<file path="src/sv/srfl_pkg.sv">
// shared types and constants for the sorted range floor lookup
// no dependencies
package srfl_pkg;

  localparam int DEPTH    = 4096;
  localparam int ADDR_W   = $clog2(DEPTH);
  localparam int CNT_W    = $clog2(DEPTH + 1);
  localparam int CHROM_W  = 8;
  localparam int POS_W    = 32;
  localparam int KEY_W    = CHROM_W + POS_W;
  localparam int SCORE_W  = 32;
  localparam int STATUS_W = 3;

  typedef enum logic {
    OP_APPEND = 1'b0,
    OP_LOOKUP = 1'b1
  } op_t;

  typedef enum logic [STATUS_W-1:0] {
    ST_APPENDED = 3'd0,
    ST_ORDER    = 3'd1,
    ST_FULL     = 3'd2,
    ST_FOUND    = 3'd3,
    ST_UNKNOWN  = 3'd4
  } status_t;

  typedef enum logic [1:0] {
    S_IDLE,
    S_READ,
    S_CMP,
    S_DONE
  } state_t;

  typedef struct packed {
    status_t              status;
    logic [SCORE_W-1:0]   score;
  } res_t;

  typedef struct packed {
    logic                 we;
    logic [ADDR_W-1:0]    addr;
    logic [KEY_W-1:0]     wkey;
    logic [SCORE_W-1:0]   wscore;
  } mem_req_t;

endpackage

</file>
<file path="src/sv/srfl_obuf.sv">
// output register between the sequencer and the result channel
// depends on srfl_pkg
module srfl_obuf
  import srfl_pkg::*;
(
  input  logic  clk,
  input  logic  rst_n,
  input  logic  res_valid,
  output logic  res_ready,
  input  res_t  res,
  output logic  out_valid,
  input  logic  out_ready,
  output res_t  out_res
);

  logic valid_r, valid_nxt;
  res_t data_r, data_nxt;

  assign res_ready = !valid_r || out_ready;
  assign out_valid = valid_r;
  assign out_res   = data_r;

  always_comb begin
    valid_nxt = valid_r;
    data_nxt  = data_r;
    if (res_valid && res_ready) begin
      valid_nxt = 1'b1;
      data_nxt  = res;
    end else if (out_ready) begin
      valid_nxt = 1'b0;
    end
  end

  always_ff @(posedge clk) begin
    if (!rst_n) begin
      valid_r <= 1'b0;
    end else begin
      valid_r <= valid_nxt;
    end
  end

  always_ff @(posedge clk) begin
    data_r <= data_nxt;
  end

endmodule

</file>
<file path="config.mk">
export PLATFORM = sky130hd
export DESIGN_NAME = srfl_obuf
export DESIGN_NICKNAME = d
export VERILOG_FILES = /design/src/sv/srfl_pkg.sv /design/src/sv/srfl_obuf.sv
export SDC_FILE = /design/constraint.sdc
export NUM_CORES = 1
export LEC_CHECK = 0
export BUFFER_PORTS_ARGS = -buffer_cell sky130_fd_sc_hd__buf_4
export CAP_MARGIN = 0
export CORE_MARGIN = 4
export CORE_UTILIZATION = 39
export DETAILED_ROUTE_END_ITERATION = 7
export PLACE_DENSITY = 0.82
export SETUP_SLACK_MARGIN = 0.2
export SLEW_MARGIN = 0
export SYNTH_ARGS = -nofsm -noshare
export SYNTH_HDL_FRONTEND = slang
export SYNTH_SLANG_ARGS = --single-unit
</file>
<file path="constraint.sdc">
create_clock -name clk -period 1.45 [get_ports clk]
set_clock_uncertainty 0.2 [all_clocks]
set_input_delay 0.29 -clock clk [delete_from_list [all_inputs] [get_ports clk]]
set_output_delay 0.29 -clock clk [all_outputs]
set_load 0.01 [all_outputs]
</file>
==> impl_metrics.json <==
{
  "core_area_um2": 2734,
  "synth_area_um2": 1109,
  "cp.depth": 1,
  "synth_most_common_cell": "edfxtp_1",
  "syn_avg_cell_area_um2": 27.71,
  "whs_path_depth": 3,
  "wl_met1_um": 1500,
  "synth-edff-count": 35,
  "leakagePower_nw": 1.022,
  "synth_top_area_cell": "edfxtp_1",
  "nNetsFinal": 204,
  "clkTransAtPathRegs_ns": 0.12,
  "fin_hold_ws_ns": 0.009066,
  "n_fill_cell": 112,
  "gr-usage-all-layers": 0.1733,
  "synth_compound_area_frac": 0.01016,
  "power_mw": 2.347,
  "max_freq_mhz": 696.1,
  "slew_viol_final": 0,
  "hold_violations": 0,
  "rrSetupSlack_ns": 0.14,
  "crit_fanout": 1,
  "root_buffer": "clkbuf_4",
  "ff2ff_path_depth": 3,
  "status": "finished, final reports clean",
  "rows": 19,
  "die_area_um2": 3760,
  "drtIter0Drc": 21,
  "place_area_um2": 1752,
  "netlist-cell-type-count": 6,
  "seq_area_frac_synth": 0.9661,
  "critPathLaunchType": "register",
  "crit_path_top_delay_cell": "edfxtp_1",
  "path_cells": "buf_6",
  "crit_buf_inv": 1,
  "slew_headroom": 0.8947,
  "synth_top_family_by_area": "simple AND/OR/NAND/NOR gates",
  "yosysWarnings": 0,
  "p_int_mw": 1.844,
  "synth_nets": 79,
  "dr_wl_met3_um": 455,
  "p_switching_uw": 502.5,
  "grt_pass1_wl_um": 4374,
  "synthArstFlopShare": 0,
  "synthAdderAreaFrac": 0,
  "ys_ff_latch": 36,
  "rsz0062_at_grt": "yes",
  "fin_crit_ns": 1.437,
  "drv_cap": 0,
  "route.met2.wl_um": 1999,
  "combPwrFrac": 0.172,
  "routedWlPerCell_um": 20.44,
  "grt_pass1_vias": 847,
  "ir_drop_v": 0.0008192,
  "ys.flop_type": "edfxtp_1",
  "seqPwrFrac": 0.532,
  "finalInstanceArea_um2": 2404,
  "end_kind": "output pin",
  "path_delay_family": "flip-flops",
  "grt_overflow_total": 0,
  "synthMuxAreaShare": 0,
  "worst_pin_slew_ns": 0.1580,
  "clock_sink_count": 36,
  "gp_congestion": 0.6808,
  "antenna_found_initial": 0,
  "wl_um": 4027,
  "die_h_um": 61.32,
  "highest_layer": "met4",
  "hp-class": "in -> reg",
  "firstDrtPassIters": 4,
  "cts_tree": "yes",
  "worst_ep_required_time_ns": 0.96,
  "syn_inst": 40,
  "crit_arrival_ns": 0.95,
  "period_share": 0.9908,
  "io_pins": 76,
  "antenna_cells": 0,
  "synth-simple-area-share": 0.02032,
  "synth_top_area_share": 0.9481,
  "synth_xor_area_frac": 0,
  "drc": 0,
  "cts_buffers": 5,
  "grt_max_degree": 17,
  "io_buffers": 75,
  "chipWidth_um": 61.32,
  "path_class": "reg -> out",
  "htree_levels": 2,
  "setup_viol": 0,
  "num_vias": 899,
  "max_stage_delay_ns": 0.46,
  "clock_latency_ns": 0.32,
  "viasPerCell": 4.563,
  "syn_to_final_growth_pct": 116.8,
  "switching_share": 0.2142,
  "synth_area_leaders": "edfxtp_1 (95%), dfxtp_1 (1.8%), nand2b_4 (1.2%), a21boi_2 (1.0%), and2_4 (0.79%)",
  "final_layout_size_suffix_gt1_frac": 0.5663,
  "clockBufferDepth": 2,
  "p_clk_frac": 0.296,
  "ant_nets": 0,
  "initial_core_util": 0.4055,
  "power-per-cell-area_nw_per_um2": 976.3
}
layout make-up:
class,instances,area [um2],area share
inverter,1,3.754,0.001562
sequential,36,1072,0.4461
multi-input combinational,3,33.78,0.01406
tap,31,38.79,0.01614
clock buffer,5,37.54,0.01562
clock inverter,3,42.54,0.01770
timing repair buffer,118,1175,0.4888
logic make-up (layout without fill, tap and decap cells):
group / count (synthesis) / after routing
simple gates: 2 / 2
compound gates: 1 / 1
buf+inv: 1 / 127
flops: 36 / 36
path summary, 6_finish.rpt:
check	from	end
worst max-delay path	out_res[13]	out_res[13]
worst max register to register	out_valid	out_res[32]
worst min-delay path	res_valid	out_valid
worst min register to register	out_valid	out_valid
sequential cells by signal, summed over array words and instances, names as in the netlist:
name and count:
out_res 35, out_valid 1
layer usage:
metal | vias to the layer above | track usage
met4 | 0 | 0.04644
li1 | 405 | -
met5 | - | 0
met2 | 64 | 0.2976
met1 | 424 | 0.2100
met3 | 6 | 0.05660
power by group through the flow:
stage               logic (mW)  registers, mW  clock network [mW]
finish                   0.403           1.25               0.694
global route             0.424           1.25               0.767
CTS                      0.354           1.24               0.692
detailed placement       0.251           1.25                   0
global placement         0.245           1.25                   0
floorplan               0.0264           1.29                   0
metrics by stage:
stage	instances	TNS, ns	util	worst slack (ns)
6_report	197	0	0.8792	0.01337
5_1_grt	197	-0.01189	0.8792	-0.01189
4_1_cts	194	0	0.8375	0.08405
3_5_place_dp	148	0	0.6407	0.07798
3_3_place_gp	148	0	0.6407	0.1018
2_1_floorplan	40	0	-	0.1232
cells in the final DEF (no fill, tap or decap):
cell / instances
clkbuf_16: 2
bufinv_16: 1
buf_12: 2
buf_4: 41
and2_4: 1
inv_1: 1
nand2b_4: 1
a21boi_2: 1
clkinvlp_4: 1
dfxtp_2: 1
clkbuf_4: 5
edfxtp_1: 35
dlygate4sd3_1: 36
buf_6: 37
clkinv_2: 1
repair_timing:
item | CTS | global route
endpoints found under the setup margin | 67 | 64
endpoints found under the hold margin | 36 | 0
gates cloned | 0 | 2
pin swaps | 1 | 1
buffers inserted | 2 | 1
hold buffers | 36 | 0
resized for setup | 22 | 15
Power figures use the tool's default switching activity.
