===== config.mk =====
export PLATFORM = sky130hd
export DESIGN_NAME = srfl_ctrl
export DESIGN_NICKNAME = d
export VERILOG_FILES = /design/src/sv/srfl_pkg.sv /design/src/sv/srfl_ctrl.sv
export SDC_FILE = /design/constraint.sdc
export NUM_CORES = 1
export LEC_CHECK = 0
export ABC_AREA = 1
export BUFFER_PORTS_ARGS = -buffer_cell sky130_fd_sc_hd__buf_2
export CORE_MARGIN = 3
export CORE_UTILIZATION = 55
export DETAILED_ROUTE_END_ITERATION = 8
export PLACE_DENSITY = 0.83
export SLEW_MARGIN = 15
export SYNTH_ARGS = -nofsm -noshare
export SYNTH_HDL_FRONTEND = slang
export SYNTH_SLANG_ARGS = --single-unit

===== constraint.sdc =====
create_clock -name clk -period 6.2 [get_ports clk]
set_input_delay 1.24 -clock clk [delete_from_list [all_inputs] [get_ports clk]]
set_output_delay 1.24 -clock clk [all_outputs]
set_load 0.1 [all_outputs]

===== src/sv/srfl_pkg.sv =====
// shared types and constants for the sorted range floor lookup
// no dependencies
package srfl_pkg;

  localparam int DEPTH    = 4096;
  localparam int ADDR_W   = $clog2(DEPTH);
  localparam int CNT_W    = $clog2(DEPTH + 1);
  localparam int CHROM_W  = 8;
  localparam int POS_W    = 32;
  localparam int KEY_W    = CHROM_W + POS_W;
  localparam int SCORE_W  = 32;
  localparam int STATUS_W = 3;

  typedef enum logic {
    OP_APPEND = 1'b0,
    OP_LOOKUP = 1'b1
  } op_t;

  typedef enum logic [STATUS_W-1:0] {
    ST_APPENDED = 3'd0,
    ST_ORDER    = 3'd1,
    ST_FULL     = 3'd2,
    ST_FOUND    = 3'd3,
    ST_UNKNOWN  = 3'd4
  } status_t;

  typedef enum logic [1:0] {
    S_IDLE,
    S_READ,
    S_CMP,
    S_DONE
  } state_t;

  typedef struct packed {
    status_t              status;
    logic [SCORE_W-1:0]   score;
  } res_t;

  typedef struct packed {
    logic                 we;
    logic [ADDR_W-1:0]    addr;
    logic [KEY_W-1:0]     wkey;
    logic [SCORE_W-1:0]   wscore;
  } mem_req_t;

endpackage


===== src/sv/srfl_ctrl.sv =====
// append and binary search sequencer driving the key and score memories
// depends on srfl_pkg
module srfl_ctrl
  import srfl_pkg::*;
(
  input  logic                clk,
  input  logic                rst_n,
  input  logic                in_valid,
  output logic                in_ready,
  input  op_t                 in_op,
  input  logic [KEY_W-1:0]    in_key,
  input  logic [SCORE_W-1:0]  in_score,
  output mem_req_t            mem_req,
  input  logic [KEY_W-1:0]    key_rdata,
  input  logic [SCORE_W-1:0]  score_rdata,
  output logic                res_valid,
  input  logic                res_ready,
  output res_t                res
);

  state_t               state_r, state_nxt;
  logic [CNT_W-1:0]     count_r, count_nxt;
  logic [KEY_W-1:0]     last_key_r, last_key_nxt;
  logic [KEY_W-1:0]     q_r, q_nxt;
  logic [CNT_W-1:0]     lo_r, lo_nxt;
  logic [CNT_W-1:0]     hi_r, hi_nxt;
  logic [CNT_W-1:0]     mid_r, mid_nxt;
  logic                 pred_ok_r, pred_ok_nxt;
  logic [SCORE_W-1:0]   pred_score_r, pred_score_nxt;
  res_t                 res_r, res_nxt;

  logic                 accept;
  logic                 app_order;
  logic                 app_full;
  logic                 app_ok;
  logic [CNT_W-1:0]     mid_c;
  logic                 cmp_eq;
  logic                 cmp_lt;
  logic [CNT_W-1:0]     cmp_lo;
  logic [CNT_W-1:0]     cmp_hi;

  assign accept    = in_valid && in_ready;
  assign app_order = (count_r != '0) && (in_key <= last_key_r);
  assign app_full  = (count_r == CNT_W'(DEPTH));
  assign app_ok    = !app_order && !app_full;
  assign mid_c     = lo_r + ((hi_r - lo_r) >> 1);
  assign cmp_eq    = (key_rdata == q_r);
  assign cmp_lt    = (key_rdata < q_r);
  assign cmp_lo    = cmp_lt ? (mid_r + CNT_W'(1)) : lo_r;
  assign cmp_hi    = cmp_lt ? hi_r : mid_r;

  // next state
  always_comb begin
    state_nxt = state_r;
    case (state_r)
      S_IDLE: begin
        if (in_valid) begin
          if (in_op == OP_LOOKUP && count_r != '0) begin
            state_nxt = S_READ;
          end else begin
            state_nxt = S_DONE;
          end
        end
      end
      S_READ: begin
        state_nxt = S_CMP;
      end
      S_CMP: begin
        if (cmp_eq || !(cmp_lo < cmp_hi)) begin
          state_nxt = S_DONE;
        end else begin
          state_nxt = S_READ;
        end
      end
      S_DONE: begin
        if (res_ready) begin
          state_nxt = S_IDLE;
        end
      end
      default: state_nxt = S_IDLE;
    endcase
  end

  // outputs
  always_comb begin
    in_ready       = (state_r == S_IDLE);
    res_valid      = (state_r == S_DONE);
    res            = res_r;
    mem_req.we     = accept && (in_op == OP_APPEND) && app_ok;
    mem_req.addr   = mem_req.we ? count_r[ADDR_W-1:0] : mid_c[ADDR_W-1:0];
    mem_req.wkey   = in_key;
    mem_req.wscore = in_score;
  end

  // datapath next values
  always_comb begin
    count_nxt      = count_r;
    last_key_nxt   = last_key_r;
    q_nxt          = q_r;
    lo_nxt         = lo_r;
    hi_nxt         = hi_r;
    mid_nxt        = mid_r;
    pred_ok_nxt    = pred_ok_r;
    pred_score_nxt = pred_score_r;
    res_nxt        = res_r;
    case (state_r)
      S_IDLE: begin
        if (accept) begin
          q_nxt          = in_key;
          lo_nxt         = '0;
          hi_nxt         = count_r;
          pred_ok_nxt    = 1'b0;
          pred_score_nxt = '0;
          res_nxt.score  = '0;
          if (in_op == OP_APPEND) begin
            if (app_order) begin
              res_nxt.status = ST_ORDER;
            end else if (app_full) begin
              res_nxt.status = ST_FULL;
            end else begin
              res_nxt.status = ST_APPENDED;
              count_nxt      = count_r + CNT_W'(1);
              last_key_nxt   = in_key;
            end
          end else begin
            res_nxt.status = ST_UNKNOWN;
          end
        end
      end
      S_READ: begin
        mid_nxt = mid_c;
      end
      S_CMP: begin
        lo_nxt = cmp_lo;
        hi_nxt = cmp_hi;
        if (cmp_lt) begin
          pred_ok_nxt    = (key_rdata[KEY_W-1:POS_W] == q_r[KEY_W-1:POS_W]);
          pred_score_nxt = score_rdata;
        end
        if (cmp_eq) begin
          res_nxt.status = ST_FOUND;
          res_nxt.score  = score_rdata;
        end else if (!(cmp_lo < cmp_hi)) begin
          // predecessor is the last probe that moved lo up, or this one
          if (cmp_lt ? (key_rdata[KEY_W-1:POS_W] == q_r[KEY_W-1:POS_W]) : pred_ok_r) begin
            res_nxt.status = ST_FOUND;
            res_nxt.score  = cmp_lt ? score_rdata : pred_score_r;
          end else begin
            res_nxt.status = ST_UNKNOWN;
            res_nxt.score  = '0;
          end
        end
      end
      S_DONE: begin
      end
      default: begin
      end
    endcase
  end

  always_ff @(posedge clk) begin
    if (!rst_n) begin
      state_r <= S_IDLE;
      count_r <= '0;
    end else begin
      state_r <= state_nxt;
      count_r <= count_nxt;
    end
  end

  always_ff @(posedge clk) begin
    last_key_r   <= last_key_nxt;
    q_r          <= q_nxt;
    lo_r         <= lo_nxt;
    hi_r         <= hi_nxt;
    mid_r        <= mid_nxt;
    pred_ok_r    <= pred_ok_nxt;
    pred_score_r <= pred_score_nxt;
    res_r        <= res_nxt;
  end

endmodule


==> tab_implementation.tex <==
\begin{tabular}{lr}
\hline
Metric & Value \\
\hline
\multicolumn{2}{l}{\textbf{Status}} \\
\quad Outcome & finished clean \\
\multicolumn{2}{l}{\textbf{Logic synthesis}} \\
\quad Count of cell types in the netlist & 41 \\
\quad Number of synthesis warnings & 0 \\
\quad Most used flip-flop cell after synthesis & sky130\_fd\_sc\_hd\_\_edfxtp\_1 \\
\quad Synth Area in Adders & 12.4\% \\
\quad Synthesized instance count & 1278 \\
\quad Synth top cells by count & 268 x sky130\_fd\_sc\_hd\_\_nand2\_1, 187 x sky130\_fd\_sc\_hd\_\_edfxtp\_1, 179 x sky130\_fd\_sc\_hd\_\_inv\_1, 118 x sky130\_fd\_sc\_hd\_\_ha\_1, 103 x sky130\_fd\_sc\_hd\_\_a21oi\_1 \\
\quad Most used standard cell by instance count after synthesis & sky130\_fd\_sc\_hd\_\_nand2\_1 \\
\quad Count of flip-flops with a built-in enable after synthesis & 187 \\
\quad Fraction of the mapped netlist area in compound gates & 10.6\% \\
\quad Ys async rst share & 0\% \\
\quad Simple-gate portion of the synthesized area & 13.8\% \\
\quad Syn nets & 1547 \\
\quad Flop and latch count out of synthesis & 202 \\
\quad Dominant cells by area after synthesis & sky130\_fd\_sc\_hd\_\_edfxtp\_1 46\%, sky130\_fd\_sc\_hd\_\_ha\_1 12\%, sky130\_fd\_sc\_hd\_\_nand2\_1 8.2\% \\
\quad Cell taking the most area after synthesis & sky130\_fd\_sc\_hd\_\_edfxtp\_1 \\
\quad Synthesized cell area & 12200 um2 \\
\quad Mapped Avg Cell Area & 9.54 um2 \\
\quad Multiplexer fraction of the synthesized cell area & 0.0821\% \\
\quad Part of the Yosys area used for sequential elements & 48.5\% \\
\quad Fraction of synthesized cell area in xor and xnor cells & 2.87\% \\
\quad Largest family of logic cells by synthesized area & simple AND/OR/NAND/NOR gates \\
\quad Post-synth top area share & 46.0\% \\
\multicolumn{2}{l}{\textbf{GRT}} \\
\quad Global-route wire length before repair & 44700 um \\
\quad Pin count of the biggest net entering global routing & 72 \\
\quad Vias in the first global route & 9356 \\
\quad Met1 Usage GRT & 29.0\% \\
\quad Global routing usage summed across all routing layers & 22.7\% \\
\quad Antenna violations before repair & 8 \\
\quad Met2 demand-to-capacity share in global routing & 38.3\% \\
\quad Sum of overflow across all layers after global routing & 0 \\
\quad GR met3 Demand/Resource & 3.50\% \\
\quad Highest-utilization routing layer at the global route stage & met2 \\
\multicolumn{2}{l}{\textbf{Critical path}} \\
\quad Capturing element type of the critical path & primary output \\
\quad Worst R2R End & res[9] \\
\quad R2R cell count & 24 \\
\quad Peak fanout along the critical path & 4 \\
\quad Worst Path Required & 4.96 ns \\
\quad Kind of start point of the critical path & flip-flop \\
\quad Kind of critical path & flip-flop to primary output \\
\quad Worst reg2reg path startpoint & q\_r[39] \\
\quad Worst Path Arrival & 4.44 ns \\
\quad R2R setup slack & 1.93 ns \\
\multicolumn{2}{l}{\textbf{Routing}} \\
\quad Total length of routed wires & 28100 um \\
\quad Wire per inst & 16.4 um \\
\quad Pre-antenna DRT Iters & 5 \\
\quad Via count & 9444 \\
\quad Number of DRC violations after detailed-routing iteration 0 & 795 \\
\quad Antenna viol nets, final & 0 \\
\quad DRC viols & 0 \\
\quad Vias per cell & 5.52 \\
\multicolumn{2}{l}{\textbf{Cells and area}} \\
\quad Final cell count without fillers & 1710 \\
\quad Fraction of layout instances using a drive strength above 1 & 18.7\% \\
\quad Fin util & 63.8\% \\
\quad Synthesis-to-finish area growth & 12.0\% \\
\quad Number of filler instances in the final layout & 1703 \\
\quad Final cell area excluding filler cells & 13700 um2 \\
\quad Number of nets in the final layout & 1683 \\
\multicolumn{2}{l}{\textbf{Pwr}} \\
\quad Part of the total power dissipated in the clock network & 17.0\% \\
\quad Total leakage power & 6.23 nW \\
\quad Switching Fraction & 52.8\% \\
\quad Register share of total power & 27.1\% \\
\quad NetSw & 3.95 mW \\
\quad Maximum ir drop on the vdd rail & 0.949 mV \\
\quad Combinational share of power & 55.8\% \\
\quad Internal power of the cells & 3.54 mW \\
\quad Total power of the final layout & 7.50 mW \\
\quad Power density relative to cell area & 549 nW/um2 \\
\multicolumn{2}{l}{\textbf{Timing}} \\
\quad Max transition margin & 47.3\% \\
\quad Least setup slack across all paths after layout & 0.518 ns \\
\quad Largest clock skew in the final design & 0.0219 ns \\
\quad Finish-stage setup viols & 0 \\
\quad Hold slack & 0.509 ns \\
\quad Total count of hold-check failures in the final report & 0 \\
\quad Worst-Margin Slew & 0.789 ns \\
\quad RSZ-0062 raised after global routing & false \\
\quad Final sum of negative setup slack & 0 ns \\
\quad Final Critical Period & 5.68 ns \\
\quad Fin. max-slew vios & 0 \\
\quad Share of the clock period used by the worst path after layout & 91.6\% \\
\quad Fmax achieved & 176 MHz \\
\multicolumn{2}{l}{\textbf{Place}} \\
\quad Place WS & 0.746 ns \\
\quad Placer's final routability congestion estimate & 0.879 \\
\quad Number of placed instances, taps included & 1664 \\
\quad Post-detailed-placement cell area & 13000 um2 \\
\quad HPWL Detailed & 20700 um \\
\quad Port bufs & 206 \\
\multicolumn{2}{l}{\textbf{CTS}} \\
\quad Cts hold-fix bufs & 0 \\
\quad Root buffer cell & sky130\_fd\_sc\_hd\_\_clkbuf\_16 \\
\quad Number of buffers added by the clock tree synthesis step & 23 \\
\quad Number of buffers inserted to repair setup after CTS & 0 \\
\quad Later-pin clock latency in the skew report & 0.53 ns \\
\quad Clock Path Buffers & 3 \\
\quad Clock transition at path regs & 0.06 ns \\
\quad CTS H-Tree Depth & 1 \\
\quad TritonCTS clock tree & done \\
\quad Clock tree sinks & 202 \\
\multicolumn{2}{l}{\textbf{Job}} \\
\quad Max Cap Viol & 0 \\
\multicolumn{2}{l}{\textbf{Floorplanning}} \\
\quad Starting density of the core & 56.9\% \\
\quad Die H & 155 um \\
\quad Chip width & 155 um \\
\quad Die Footprint & 24000 um2 \\
\quad Number of placement rows & 53 \\
\quad Top Ports & 271 \\
\quad Floorplan Core Area & 21400 um2 \\
\multicolumn{2}{l}{\textbf{Min path}} \\
\quad Hold Crit Class & flip-flop to flip-flop \\
\quad Worst hold path cell count & 2 \\
\quad Worst hold start & count\_r[11] \\
\quad Hold Path End & count\_r[11] \\
\hline
\end{tabular}
==> sequential cells by signal, summed over array words and instances, names as in the netlist <==
| signal | cells |
|---|---|
| state_r | 2 |
| res | 35 |
| mid_r | 13 |
| last_key_r | 40 |
| lo_r | 13 |
| pred_score_r | 32 |
| count_r | 13 |
| q_r | 40 |
| pred_ok_r | 1 |
| hi_r | 13 |
==> worst max-delay path, cell delays in order, from the launching register on <==
cell                       delay, ns
sky130_fd_sc_hd__edfxtp_1       0.40
sky130_fd_sc_hd__nor2_1         0.23
sky130_fd_sc_hd__inv_1          0.09
sky130_fd_sc_hd__fa_1           0.41
sky130_fd_sc_hd__nand3_1        0.09
sky130_fd_sc_hd__nand2_1        0.08
sky130_fd_sc_hd__nand2_1        0.06
sky130_fd_sc_hd__nand2_1        0.05
sky130_fd_sc_hd__a21oi_1        0.20
sky130_fd_sc_hd__o21ai_0        0.17
sky130_fd_sc_hd__xor2_1         0.17
sky130_fd_sc_hd__ha_1           0.36
sky130_fd_sc_hd__nand2_1        0.09
sky130_fd_sc_hd__nor3_1         0.14
sky130_fd_sc_hd__a21oi_1        0.12
sky130_fd_sc_hd__nor2_1         0.12
sky130_fd_sc_hd__nor2_1         0.05
sky130_fd_sc_hd__o21bai_1       0.21
sky130_fd_sc_hd__xor2_1         0.23
sky130_fd_sc_hd__nand2_1        0.09
sky130_fd_sc_hd__o21ai_0        0.11
sky130_fd_sc_hd__buf_2          0.46
==> power by group through the flow <==
stage          clock network [mW]  registers, mW  logic, mW
2_1_floorplan                   0           2.44       3.12
3_3_place_gp                    0           2.05       4.07
3_5_place_dp                    0           2.05       4.19
4_1_cts                      1.30           2.03       4.19
5_1_grt                      1.35           2.06       4.50
6_report                     1.28           2.03       4.19
==> logic make-up after synthesis <==
logic type | Yosys count
compound gates | 217
xor+xnor | 40
fa+ha+maj | 120
buf+inv | 290
flops | 202
mux | 1
simple gates | 408
==> area by class of cell <==
cell class                 instances  area, um2  area share (%)
sequential                       202       5920            43.3
multi-input combinational        786       4870            35.6
timing repair buffer             219       1140            8.37
inverter                         182        683            5.00
clock buffer                      30        602            4.41
tap                              275        344            2.52
clock inverter                    11       91.3           0.669
antenna                            5       12.5          0.0916
==> routing by layer <==
metal / part of all wire, % / wire [um]
met1: 39 / 11000
met2: 49 / 13800
met3: 7.3 / 2060
met4: 4.0 / 1110
met5: 0.17 / 47
==> worst max-delay path by stage <==
stage | start | end | slack, ns | cells past startpoint
floorplan | state_r[0] | mem_req[74] | 0.12 | 6
global placement | in_key[35] | mem_req[78] | 0.86 | 18
detailed placement | in_key[13] | mem_req[72] | 0.75 | 16
CTS | lo_r[1] | mem_req[83] | 0.44 | 22
global route | lo_r[1] | mem_req[83] | 0.04 | 22
finish | hi_r[0] | mem_req[82] | 0.52 | 21
==> what timing repair did <==
action	in CTS	in global routing
setup endpoints to repair	0	1
hold endpoints to repair	0	0
resized for setup	0	1
==> layout by cell type (no fill, tap or decap), drive strengths merged, types with 2 or more instances in the layout <==
cell,count
a32o,32
a21oi,104
o21a,2
nand4,8
diode,5
a211oi,3
fa,2
o21bai,3
ha,118
a31oi,3
clkinv,9
clkbuf,31
xor2,32
o21ai,65
a21o,2
nand2,270
xnor2,8
nor2,66
inv,182
nand3,38
dfxtp,15
buf,218
nand3b,2
nor4,4
edfxtp,187
or2,2
nor3,16
No activity file was read; power rests on OpenSTA's default activity.
