## config.mk

```make
export PLATFORM = sky130hd
export DESIGN_NAME = srfl_ram
export DESIGN_NICKNAME = d
export VERILOG_FILES = /design/src/sv/srfl_ram.sv
export SDC_FILE = /design/constraint.sdc
export NUM_CORES = 1
export LEC_CHECK = 0
export CAP_MARGIN = 10
export CORE_MARGIN = 5
export CORE_UTILIZATION = 25
export CTS_CLUSTER_DIAMETER = 80
export DETAILED_ROUTE_END_ITERATION = 12
export DONT_BUFFER_PORTS = 1
export PLACE_DENSITY_LB_ADDON = 0.1
export RECOVER_POWER = 50
export SYNTH_ARGS = -nofsm -noshare
export SYNTH_HDL_FRONTEND = slang
export SYNTH_SLANG_ARGS = --single-unit
```

## constraint.sdc

```tcl
create_clock -name clk -period 3 [get_ports clk]
set_clock_uncertainty 0.1 [all_clocks]
set_input_delay 0.45 -clock clk [delete_from_list [all_inputs] [get_ports clk]]
set_output_delay 0.45 -clock clk [all_outputs]
set_load 0.01 [all_outputs]
```

## src/sv/srfl_ram.sv

```systemverilog
// generic single-port ram with registered read
// no dependencies
module srfl_ram #(
  parameter int WIDTH = 8,
  parameter int DEPTH = 16
) (
  input  logic                     clk,
  input  logic                     we,
  input  logic [$clog2(DEPTH)-1:0] addr,
  input  logic [WIDTH-1:0]         wdata,
  output logic [WIDTH-1:0]         rdata
);

  logic [WIDTH-1:0] mem [DEPTH];

  always_ff @(posedge clk) begin
    if (we) begin
      mem[addr] <= wdata;
    end
    rdata <= mem[addr];
  end

endmodule

```

==> metrics.md, run 1 <==
| Metric | Value |
|---|---|
| Outcome | `finished, final reports clean` |
| Count leader, synth | `edfxtp_1` |
| First-pass GRT wire length | `17.1 mm` |
| Share of cells above drive strength 1 | `0.272` |
| CTS Root Cell | `clkbuf_16` |
| CP peak stage delay | `between 0.5 and 0.6 ns` |
| Mean routed wirelength per cell | `21.3 um` |
| GRT Resource Usage Total | `0.104` |
| Residual DRC | `0` |
| TNS Setup | `0 ns` |
| Post-CTS setup buffers | `0` |
| CP required | `~2.9 ns` |
| Die width | `between 150 and 200 um` |
| Final ANT Viol Nets | `0` |
| Seq cells post-synth | `roughly 140` |
| Worst-Margin Slew | `0.808 ns` |
| Net Count, Synth | `244` |
| Post-synth EDFFs | `128` |
| Fin util | `0.301` |
| Top FF cell, synth | `edfxtp_1` |
| CTS tree | `yes` |
| Clk_lat worst skew | `0.41 ns` |
| DR vias | `2243` |
| Worst slew margin | `0.460` |
| Sequential Area | `between 4000 and 5000 um^2` |
| Buf/Inv on CP | `0` |
| Fin nets | `266` |
| Ys async rst share | `0` |
| Routed vias/inst | `around 4.2` |
| Area growth syn-to-layout | `19.3%` |
| Unrepaired setup endpoints after global routing | `no` |
| CP cell instances | `or3b_2 -> nor2_1` |
| Worst hold path class | `in2reg` |
| Die height | `152 um` |
| Final setup viols | `0` |
| Gp weighted congestion | `about 0.68` |
| Antenna violations before repair | `0` |
| Sequential element share of the synthesized area | `0.790` |
| Io pins | `22` |
| Cell Pwr Density | `722 nW/um^2` |
| Fin. Hold Viols | `0` |
| Diode count | `0` |
| First drt pass iteration count | `4` |
| Slew Limit Fails | `0` |
| Max-Cap Viols | `0` |
| CP Capture Type | `flop` |
| Library cells used by synthesis | `18` |
| Clock Path Buffers | `2` |
| Most frequent cells after synthesis | `edfxtp_1 (128), mux4_2 (32), a22oi_1 (16)` |
| Fmax | `around 650 MHz` |
| Post-synth top area share | `0.759` |
| Vias in the first global route | `2446` |
| CP Class | `in2reg` |
| Max IR drop VDD | `approximately 0.24 mV` |
| CTS resizes | `0` |
| CTS Hold Bufs | `0` |
| Period Utilization, post-route | `0.516` |
| Average size of a mapped cell | `approximately 22 um^2` |
| Worst-path fanout max | `8` |
| Starting Density | `0.252` |
| Ranking of synthesized cells by area | `edfxtp_1 (76%), mux4_2 (14%), dfxtp_1 (3.2%)` |
| Yosys warning total | `0` |
| Num CTS Buffers | `17` |
| Pleak | `1.89 nW` |
| DP Wirelength | `roughly 7.2 mm` |
| Routed WL | `11.4 mm` |
| Area leader, netlist | `edfxtp_1` |
| Area occupied by multi-input gates | `1000 um^2` |
| CP startpoint kind | `input pin` |
| Die ar. | `between 20000 and 25000 um^2` |
| CP max stage cell | `nor2_1` |
| CP arrival | `1.49 ns` |
| Min Clock Period, post-route | `1.55 ns` |
| CORE AREA | `between 20000 and 25000 um^2` |
| H-Tree Depth | `4` |
| Total grt overflow | `0` |
| Mapped cell area | `5070 um^2` |
| Clock edge transition at the registers on the reported setup and hold paths | `roughly 0.060 ns` |
| Pin count of the biggest net entering global routing | `40` |
| Row count | `52` |
| Fill count | `1947` |
| IO Port Bufs | `0` |
| CTS sink cnt | `136` |
| Post-Syn Instances | `between 200 and 250` |
| Drt first-iter violations | `155` |
| CP top delay family | `simple AND/OR/NAND/NOR gates` |
final timing paths:
| path | end | slack [ns] | cells after the start | startpoint |
|---|---|---|---|---|
| setup / recovery | mem[1][7] | 1.45 | 2 | addr[2] |
| hold / removal | mem[12][5] | 0.03 | 0 | wdata[5] |
| setup reg to reg | rdata[0] | 1.50 | 3 | mem[1][0] |
| hold reg to reg | rdata[1] | 0.57 | 3 | mem[15][1] |
registers in the layout (all words and copies together) (netlist names):
register / cells
mem: 128
rdata: 8
per-stage QoR:
step	hold slack [ns]	total power, mW	instance area, um^2	setup WS, ns	instances
6_report	0.0324	4.36	6050	1.45	535
5_1_grt	0.00655	4.52	6050	1.34	535
4_1_cts	0.00987	4.42	6050	1.46	535
3_5_place_dp	0.451	2.31	5450	1.02	503
3_3_place_gp	0.451	2.31	5450	1.06	503
2_1_floorplan	0.449	2.29	5070	0.957	230
power breakdown:
| group | switching [mW] | total [mW] | internal (mW) |
|---|---|---|---|
| logic | 0.0523 | 0.117 | 0.0650 |
| registers | 0.0190 | 2.15 | 2.13 |
| clock network | 0.737 | 2.10 | 1.36 |
layout by cell type (no fill, tap or decap), drive strengths merged:
master and n:
and2 1, nand3 1, nand2 9, nand3b 2, or3b 1, edfxtp 128, a22oi 16, clkinvlp 1
nor2b 2, bufinv 3, nor3 4, mux4 32, nand2b 2, buf 13, dfxtp 8, clkbuf 24
nor2 13, clkinv 5
logic make-up after synthesis:
family	synth area share
flops	0.790
simple gates	0.0321
mux	0.142
compound gates	0.0237
buf+inv	0.0119
routing by layer:
metal  GRT usage  routed length [um]  up-vias  share of wire
met4      0.0462                 213        0          0.019
met1       0.129                5040     1180           0.44
li1            -                   -     1004              -
met2       0.173                5780       45           0.51
met3      0.0250                 379       14          0.033
met5           0                   0        -              0
cell type report:
cell class / count / share of cell area
clock buffer: 23 / 0.0790
clock inverter: 9 / 0.0203
multi-input combinational: 83 / 0.166
sequential: 136 / 0.662
tap: 270 / 0.0559
timing repair buffer: 14 / 0.0168
Power figures use the tool's default switching activity.
==> run 2, diff against run 1 <==
==> constraint.sdc (replaced) <==
create_clock -name clk -period 1.4 [get_ports clk]
set_clock_uncertainty 0.1 [all_clocks]
set_input_delay 0.21 -clock clk [delete_from_list [all_inputs] [get_ports clk]]
set_output_delay 0.21 -clock clk [all_outputs]
set_load 0.01 [all_outputs]
==> run 2 against run 1 <==
Die area unchanged. Combinational power rose to 3.0 times the previous value. Clock power up 120%. Non-clock buffer count rose by 18. Hold slack got worse by 0.011 ns. First-iteration DRC count rose by 14%. Sequential share of layout area fell by 1.9 points. Clock-buffer cell count down 5. Register-to-register slack worse by 1.5 ns. Design area rose by 2.9%. Flip-flop and latch count unchanged. Critical path type is now reg2reg.
==> metrics.md, run 2 (synthesized netlist as in run 1, its figures left out) <==
| Metric | Value |
|---|---|
| Clk_lat worst skew | `0.41 ns (about the same)` |
| Total grt overflow | `0 (unchanged)` |
| Gp weighted congestion | `0.658 (-3.9%)` |
| CP required | `1.59 ns (-1.35 ns)` |
| Most frequent cells in the layout | `edfxtp_1 (128), mux4_2 (32), clkbuf_1 (23)` |
| Biggest regs | `mem (128), rdata (8)` |
| Antenna violations before repair | `0 (unchanged)` |
| Min-delay src | `addr[1]` |
| Reg with most FFs | `mem` |
| Worst r2r src | `mem[7][5]` |
| IO Port Bufs | `0 (unchanged)` |
| Reg2reg end | `rdata[5]` |
| Worst-path fanout max | `1 (-7)` |
| CTS Root Cell | `clkbuf_16` |
| Fin. Hold Viols | `0 (unchanged)` |
| Clock Path Buffers | `2 (unchanged)` |
| First-pass GRT wire length | `16.8 mm (-1.9%)` |
| DP Wirelength | `7.24 mm (+1.0%)` |
| CP cell instances | `mux4_2 -> a22oi_2 -> nand2_2` |
| Final Cell Area | `6220 um^2 (+2.9%)` |
| CP arrival | `1.57 ns (+0.08 ns)` |
| CTS sink cnt | `136 (unchanged)` |
| Clock edge transition at the registers on the reported setup and hold paths | `0.06 ns (about the same)` |
| Hold slack | `0.0214 ns (-0.0110 ns)` |
| Worst r2r path cells | `3 (unchanged)` |
| Max-Cap Viols | `0 (unchanged)` |
| Buf/Inv on CP | `0 (unchanged)` |
| Outcome | `finished, final reports clean` |
| Final setup viols | `0 (unchanged)` |
| Area growth syn-to-layout | `22.8%` |
| CTS tree | `yes` |
| Share of cells above drive strength 1 | `0.265 (-0.00668)` |
| Commonest non-fill, non-tap cell in the layout | `edfxtp_1` |
| Num CTS Buffers | `17 (unchanged)` |
| CP peak stage delay | `0.52 ns (-0.02 ns)` |
| Fill count | `1925 (-1.1%)` |
| Pleak | `1.93 nW (+2.1%)` |
| CP Capture Type | `flop` |
| Worst slew margin | `0.331 (-0.129)` |
| Max reg flops | `128 (unchanged)` |
| CP max stage cell | `mux4_2` |
| Register-to-register path setup slack | `0.02 ns (-1.48 ns)` |
| Residual DRC | `0 (unchanged)` |
| Starting Density | `0.252 (unchanged)` |
| Total power | `9.52 mW (+120%)` |
| Worst-Margin Slew | `1.00 ns (+0.194 ns)` |
| Hold Path Depth | `3 (+3)` |
| Io pins | `22 (unchanged)` |
| DR vias | `2310 (+3.0%)` |
| WHS Endpoint | `rdata[3]` |
| Mean routed wirelength per cell | `20.4 um (-4.4%)` |
| Final ANT Viol Nets | `0 (unchanged)` |
| Area occupied by multi-input gates | `1090 um^2 (+8.2%)` |
| Fin nets | `284 (+6.8%)` |
| Period Utilization, post-route | `0.984` |
| CP Class | `reg2reg` |
| Diode count | `0 (unchanged)` |
| First drt pass iteration count | `4 (unchanged)` |
| Slew Limit Fails | `0 (unchanged)` |
| Worst hold path class | `in2reg` |
| Max IR drop VDD | `0.603 mV (+160%)` |
| CP top delay family | `multiplexers` |
| Die height | `152 um (unchanged)` |
| Unrepaired setup endpoints after global routing | `yes` |
| Die ar. | `23200 um^2 (unchanged)` |
| Sequential Area | `4000 um^2 (unchanged)` |
| Row count | `52 (unchanged)` |
| Cell Pwr Density | `1530 nW/um^2 (+110%)` |
| Fmax | `726 MHz` |
| Post-CTS setup buffers | `0 (unchanged)` |
| CP startpoint kind | `flop` |
| H-Tree Depth | `4 (unchanged)` |
| Die width | `152 um (unchanged)` |
| Pin count of the biggest net entering global routing | `40 (unchanged)` |
| CORE AREA | `20100 um^2 (unchanged)` |
| Routed WL | `11.3 mm (-1.2%)` |
| GRT Resource Usage Total | `0.102 (-0.00204)` |
| Vias in the first global route | `2424 (-0.90%)` |
| Post-DP Area | `5750 um^2 (+5.5%)` |
| Routed vias/inst | `4.18 (-0.37%)` |
| Drt first-iter violations | `176 (+14%)` |
| Min Clock Period, post-route | `1.38 ns` |
## run 2: worst max-delay path by stage
stage | start | end | slack (ns) | cells after the start
global placement | addr[2] | mem[0][7] | -0.07 | 3
CTS | mem[3][5] | rdata[5] | -0.01 | 3
detailed placement | addr[3] | rdata[3] | -0.07 | 3
finish | mem[7][5] | rdata[5] | 0.02 | 3
global route | mem[7][5] | rdata[5] | -0.05 | 3
floorplan | addr[1] | mem[8][0] | -0.06 | 3
## run 2: routing by layer
metal  up-vias  GRT usage  share of wire
met5         -          0              0
met4         0     0.0347          0.011
met3        10     0.0415          0.050
met2        41      0.152           0.48
met1      1215      0.136           0.46
li1       1044          -              -
## run 2: worst register-to-register path, cell delays in order (launching register included)
cell and delay, ns:
edfxtp_1 0.36, mux4_2 0.52, a22oi_2 0.18, nand2_2 0.10
## run 2: layout make-up
type                            count  area share
Tap cell                          270      0.0543
Multi-Input combinational cell     83       0.175
Timing Repair Buffer               32      0.0302
Clock inverter                     14      0.0287
Sequential cell                   136       0.643
Clock buffer                       18      0.0690
## run 2: stage by stage
stage	std cells	setup WS (ns)	util	setup TNS, ns
after floorplan	230	-0.0622	-	-3.53
after global placement	513	-0.0734	0.286	-0.731
after detailed placement	513	-0.0673	0.286	-0.635
after CTS	553	-0.0114	0.322	-0.0114
after global routing	553	-0.0486	0.310	-0.139
final	553	0.0225	0.310	0
## run 2: what timing repair did
item | in CTS | in global routing
hold buffers | 8 | 0
pin swaps | 1 | 7
endpoints found under the hold margin | 128 | 0
setup endpoints to repair | 5 | 8
gates cloned | 0 | 0
resized for setup | 6 | 3
## run 2: power by group
part	internal (mW)	switching, mW	total (mW)
registers	4.56	0.0478	4.60
logic	0.163	0.187	0.350
clock network	2.95	1.61	4.56
==> run 3, diff against run 2 <==
--- a/config.mk
+++ b/config.mk
@@ -11,7 +11,7 @@
 export CTS_CLUSTER_DIAMETER = 80
 export DETAILED_ROUTE_END_ITERATION = 12
 export DONT_BUFFER_PORTS = 1
-export PLACE_DENSITY_LB_ADDON = 0.1
+export PLACE_DENSITY = 0.5
 export RECOVER_POWER = 50
 export SYNTH_ARGS = -nofsm -noshare
 export SYNTH_HDL_FRONTEND = slang
==> run 3 against run 2 <==
The flow now finishes with violations (negative setup slack). First-iteration DRC count decreased by 22%. Total power increased by 6.7%. Via count increased by 0.52%. Setup slack got worse by 0.066 ns. Sequential power about the same. Global-route usage decreased by 0.47 points. Flip-flop and latch count unchanged. Maximum frequency decreased by 4.6%. Utilization increased by 0.16 points. Sequential share of layout area decreased by 0.32 points. Register-to-register slack got worse by 0.07 ns. Clock-buffer cell count increased by 2.
==> metrics.md, run 3 (synthesized netlist as in run 1, its figures left out) <==
| Metric | Value |
|---|---|
| Final Cell Area | `6250 um^2 (+0.50%)` |
| H-Tree Depth | `4 (unchanged)` |
| First drt pass iteration count | `4 (unchanged)` |
| Final ANT Viol Nets | `0 (unchanged)` |
| Clock Path Buffers | `2 (unchanged)` |
| Routed vias/inst | `4.22 (+1.1%)` |
| CTS Root Cell | `clkbuf_16` |
| Worst-Margin Slew | `0.859 ns (-0.143 ns)` |
| CTS sink cnt | `136 (unchanged)` |
| TNS Setup | `-0.0943 ns (-0.0943 ns)` |
| Die ar. | `23200 um^2 (unchanged)` |
| Starting Density | `0.252 (unchanged)` |
| GRT Resource Usage Total | `0.0973 (-0.00472)` |
| Cell Pwr Density | `1620 nW/um^2 (+6.2%)` |
| DR vias | `2322 (+0.52%)` |
| Slew Limit Fails | `0 (unchanged)` |
| Worst slew margin | `0.426 (+0.0956)` |
| Failing checks | `negative setup slack` |
| Max IR drop VDD | `1.00 mV (+67%)` |
| Drt first-iter violations | `137 (-22%)` |
| Most frequent cells in the layout | `edfxtp_1 (128), mux4_2 (32), clkbuf_1 (19)` |
| Worst hold path class | `in2reg` |
| Sequential Area | `4000 um^2 (unchanged)` |
| Total grt overflow | `0 (unchanged)` |
| Post-DP Area | `5720 um^2 (-0.61%)` |
| Fill count | `1934 (+0.47%)` |
| DP Wirelength | `6.78 mm (-6.4%)` |
| Vias in the first global route | `2522 (+4.0%)` |
| CP required | `1.60 ns (about the same)` |
| Fin. Hold Viols | `0 (unchanged)` |
| IO Port Bufs | `0 (unchanged)` |
| Io pins | `22 (unchanged)` |
| Setup slack after layout | `-0.0434 ns (-0.0659 ns)` |
| Max reg flops | `128 (unchanged)` |
| Pin count of the biggest net entering global routing | `40 (unchanged)` |
| Clk_lat worst skew | `0.41 ns (about the same)` |
| Num CTS Buffers | `17 (unchanged)` |
| Outcome | `complete, but fails checks` |
| First-pass GRT wire length | `16.6 mm (-1.2%)` |
| Antenna violations before repair | `0 (unchanged)` |
| CP startpoint kind | `flop` |
| CORE AREA | `20100 um^2 (unchanged)` |
| Row count | `52 (unchanged)` |
| Period Utilization, post-route | `1.03 (+0.0470)` |
| Fin nets | `281 (-1.1%)` |
| Area growth syn-to-layout | `23.4%` |
| Min Clock Period, post-route | `1.44 ns (+0.0659 ns)` |
| Pleak | `1.94 nW (+0.22%)` |
| Share of cells above drive strength 1 | `0.279 (+0.0136)` |
| Post-CTS setup buffers | `0 (unchanged)` |
| Unrepaired setup endpoints after global routing | `yes` |
| Gp weighted congestion | `0.700 (+6.4%)` |
| Biggest regs | `mem (128), rdata (8)` |
| Routed WL | `10.8 mm (-4.1%)` |
| Clock edge transition at the registers on the reported setup and hold paths | `0.06 ns (about the same)` |
| Max-Cap Viols | `0 (unchanged)` |
| Final setup viols | `4 (+4)` |
| CP Class | `reg2reg` |
| Fmax | `693 MHz (-4.6%)` |
| Area occupied by multi-input gates | `1050 um^2 (-3.2%)` |
| Mean routed wirelength per cell | `19.7 um (-3.6%)` |
| Die height | `152 um (unchanged)` |
| Reg with most FFs | `mem` |
| Total power | `10.2 mW (+6.7%)` |
| CP arrival | `1.64 ns (+0.07 ns)` |
| CP Capture Type | `flop` |
| CTS tree | `yes` |
| Residual DRC | `0 (unchanged)` |
| Commonest non-fill, non-tap cell in the layout | `edfxtp_1` |
| Worst-path fanout max | `1 (unchanged)` |
| Diode count | `0 (unchanged)` |
| Die width | `152 um (unchanged)` |
## run 3: cell types whose count changed in the layout (fill, tap and decap cells not counted), moves of 2 or more
cell | previous run | this run
a22oi_1 | 8 | 10
a22oi_2 | 8 | 6
nor2_4 | 4 | 0
dlymetal6s2s_1 | 2 | 0
buf_4 | 0 | 3
clkinv_1 | 4 | 1
nor2_2 | 1 | 4
bufinv_16 | 4 | 7
clkbuf_1 | 23 | 19
## run 3: per-stage QoR
step | setup slack (ns) | util | hold WS, ns | cells
final | -0.0434 | 0.311 | 0.0336 | 550
after global routing | -0.0799 | 0.311 | 0.0184 | 550
after CTS | -0.0539 | 0.324 | 0.00630 | 550
after detailed placement | -0.100 | 0.284 | 0.210 | 510
after global placement | -0.0918 | 0.284 | 0.210 | 510
after floorplan | -0.0622 | - | 0.209 | 230
## run 3: area by class of cell
type / count / area share
tap: 270 / 0.0540
multi-input combinational: 83 / 0.168
sequential: 136 / 0.640
clock buffer: 20 / 0.0714
timing repair buffer: 29 / 0.0274
clock inverter: 12 / 0.0390
## run 3: layer usage
metal / GRT usage / up-vias / share of wire
met2: 0.146 / 31 / 0.47
met1: 0.135 / 1244 / 0.48
met4: 0.0321 / 0 / 0.0097
met5: 0 / - / 0
li1: - / 1035 / -
met3: 0.0298 / 12 / 0.037
## run 3: report_power, final
| group | total (mW) | switching, mW | leakage, nW | internal [mW] |
|---|---|---|---|---|
| Sequential | 4.60 | 0.0476 | 1.22 | 4.55 |
| Combinational | 0.346 | 0.180 | 0.381 | 0.165 |
| Clock | 5.21 | 1.64 | 0.332 | 3.57 |
| Total | 10.2 | 1.87 | 1.94 | 8.29 |
## run 3: worst paths after layout
check                           slack [ns]       start        to  cells after the start
worst max register to register       -0.04   mem[2][6]  rdata[6]                      4
worst max-delay path                 -0.04   mem[2][6]  rdata[6]                      4
worst min-delay path                  0.03     addr[1]  rdata[1]                      3
worst min register to register        0.59  mem[10][3]  rdata[3]                      3
## run 3: critical path, stage by stage (launching register included)
cell      delay, ns
edfxtp_1       0.36
mux4_2         0.47
a22oi_2        0.19
buf_4          0.16
nand2_2        0.05
## run 3: repair_timing
item                       4_1_cts  5_1_grt
gates resized for setup          7        1
setup endpoints to repair        6        8
pin swaps                        4        0
hold endpoints to repair       128        0
hold buffers                     8        0
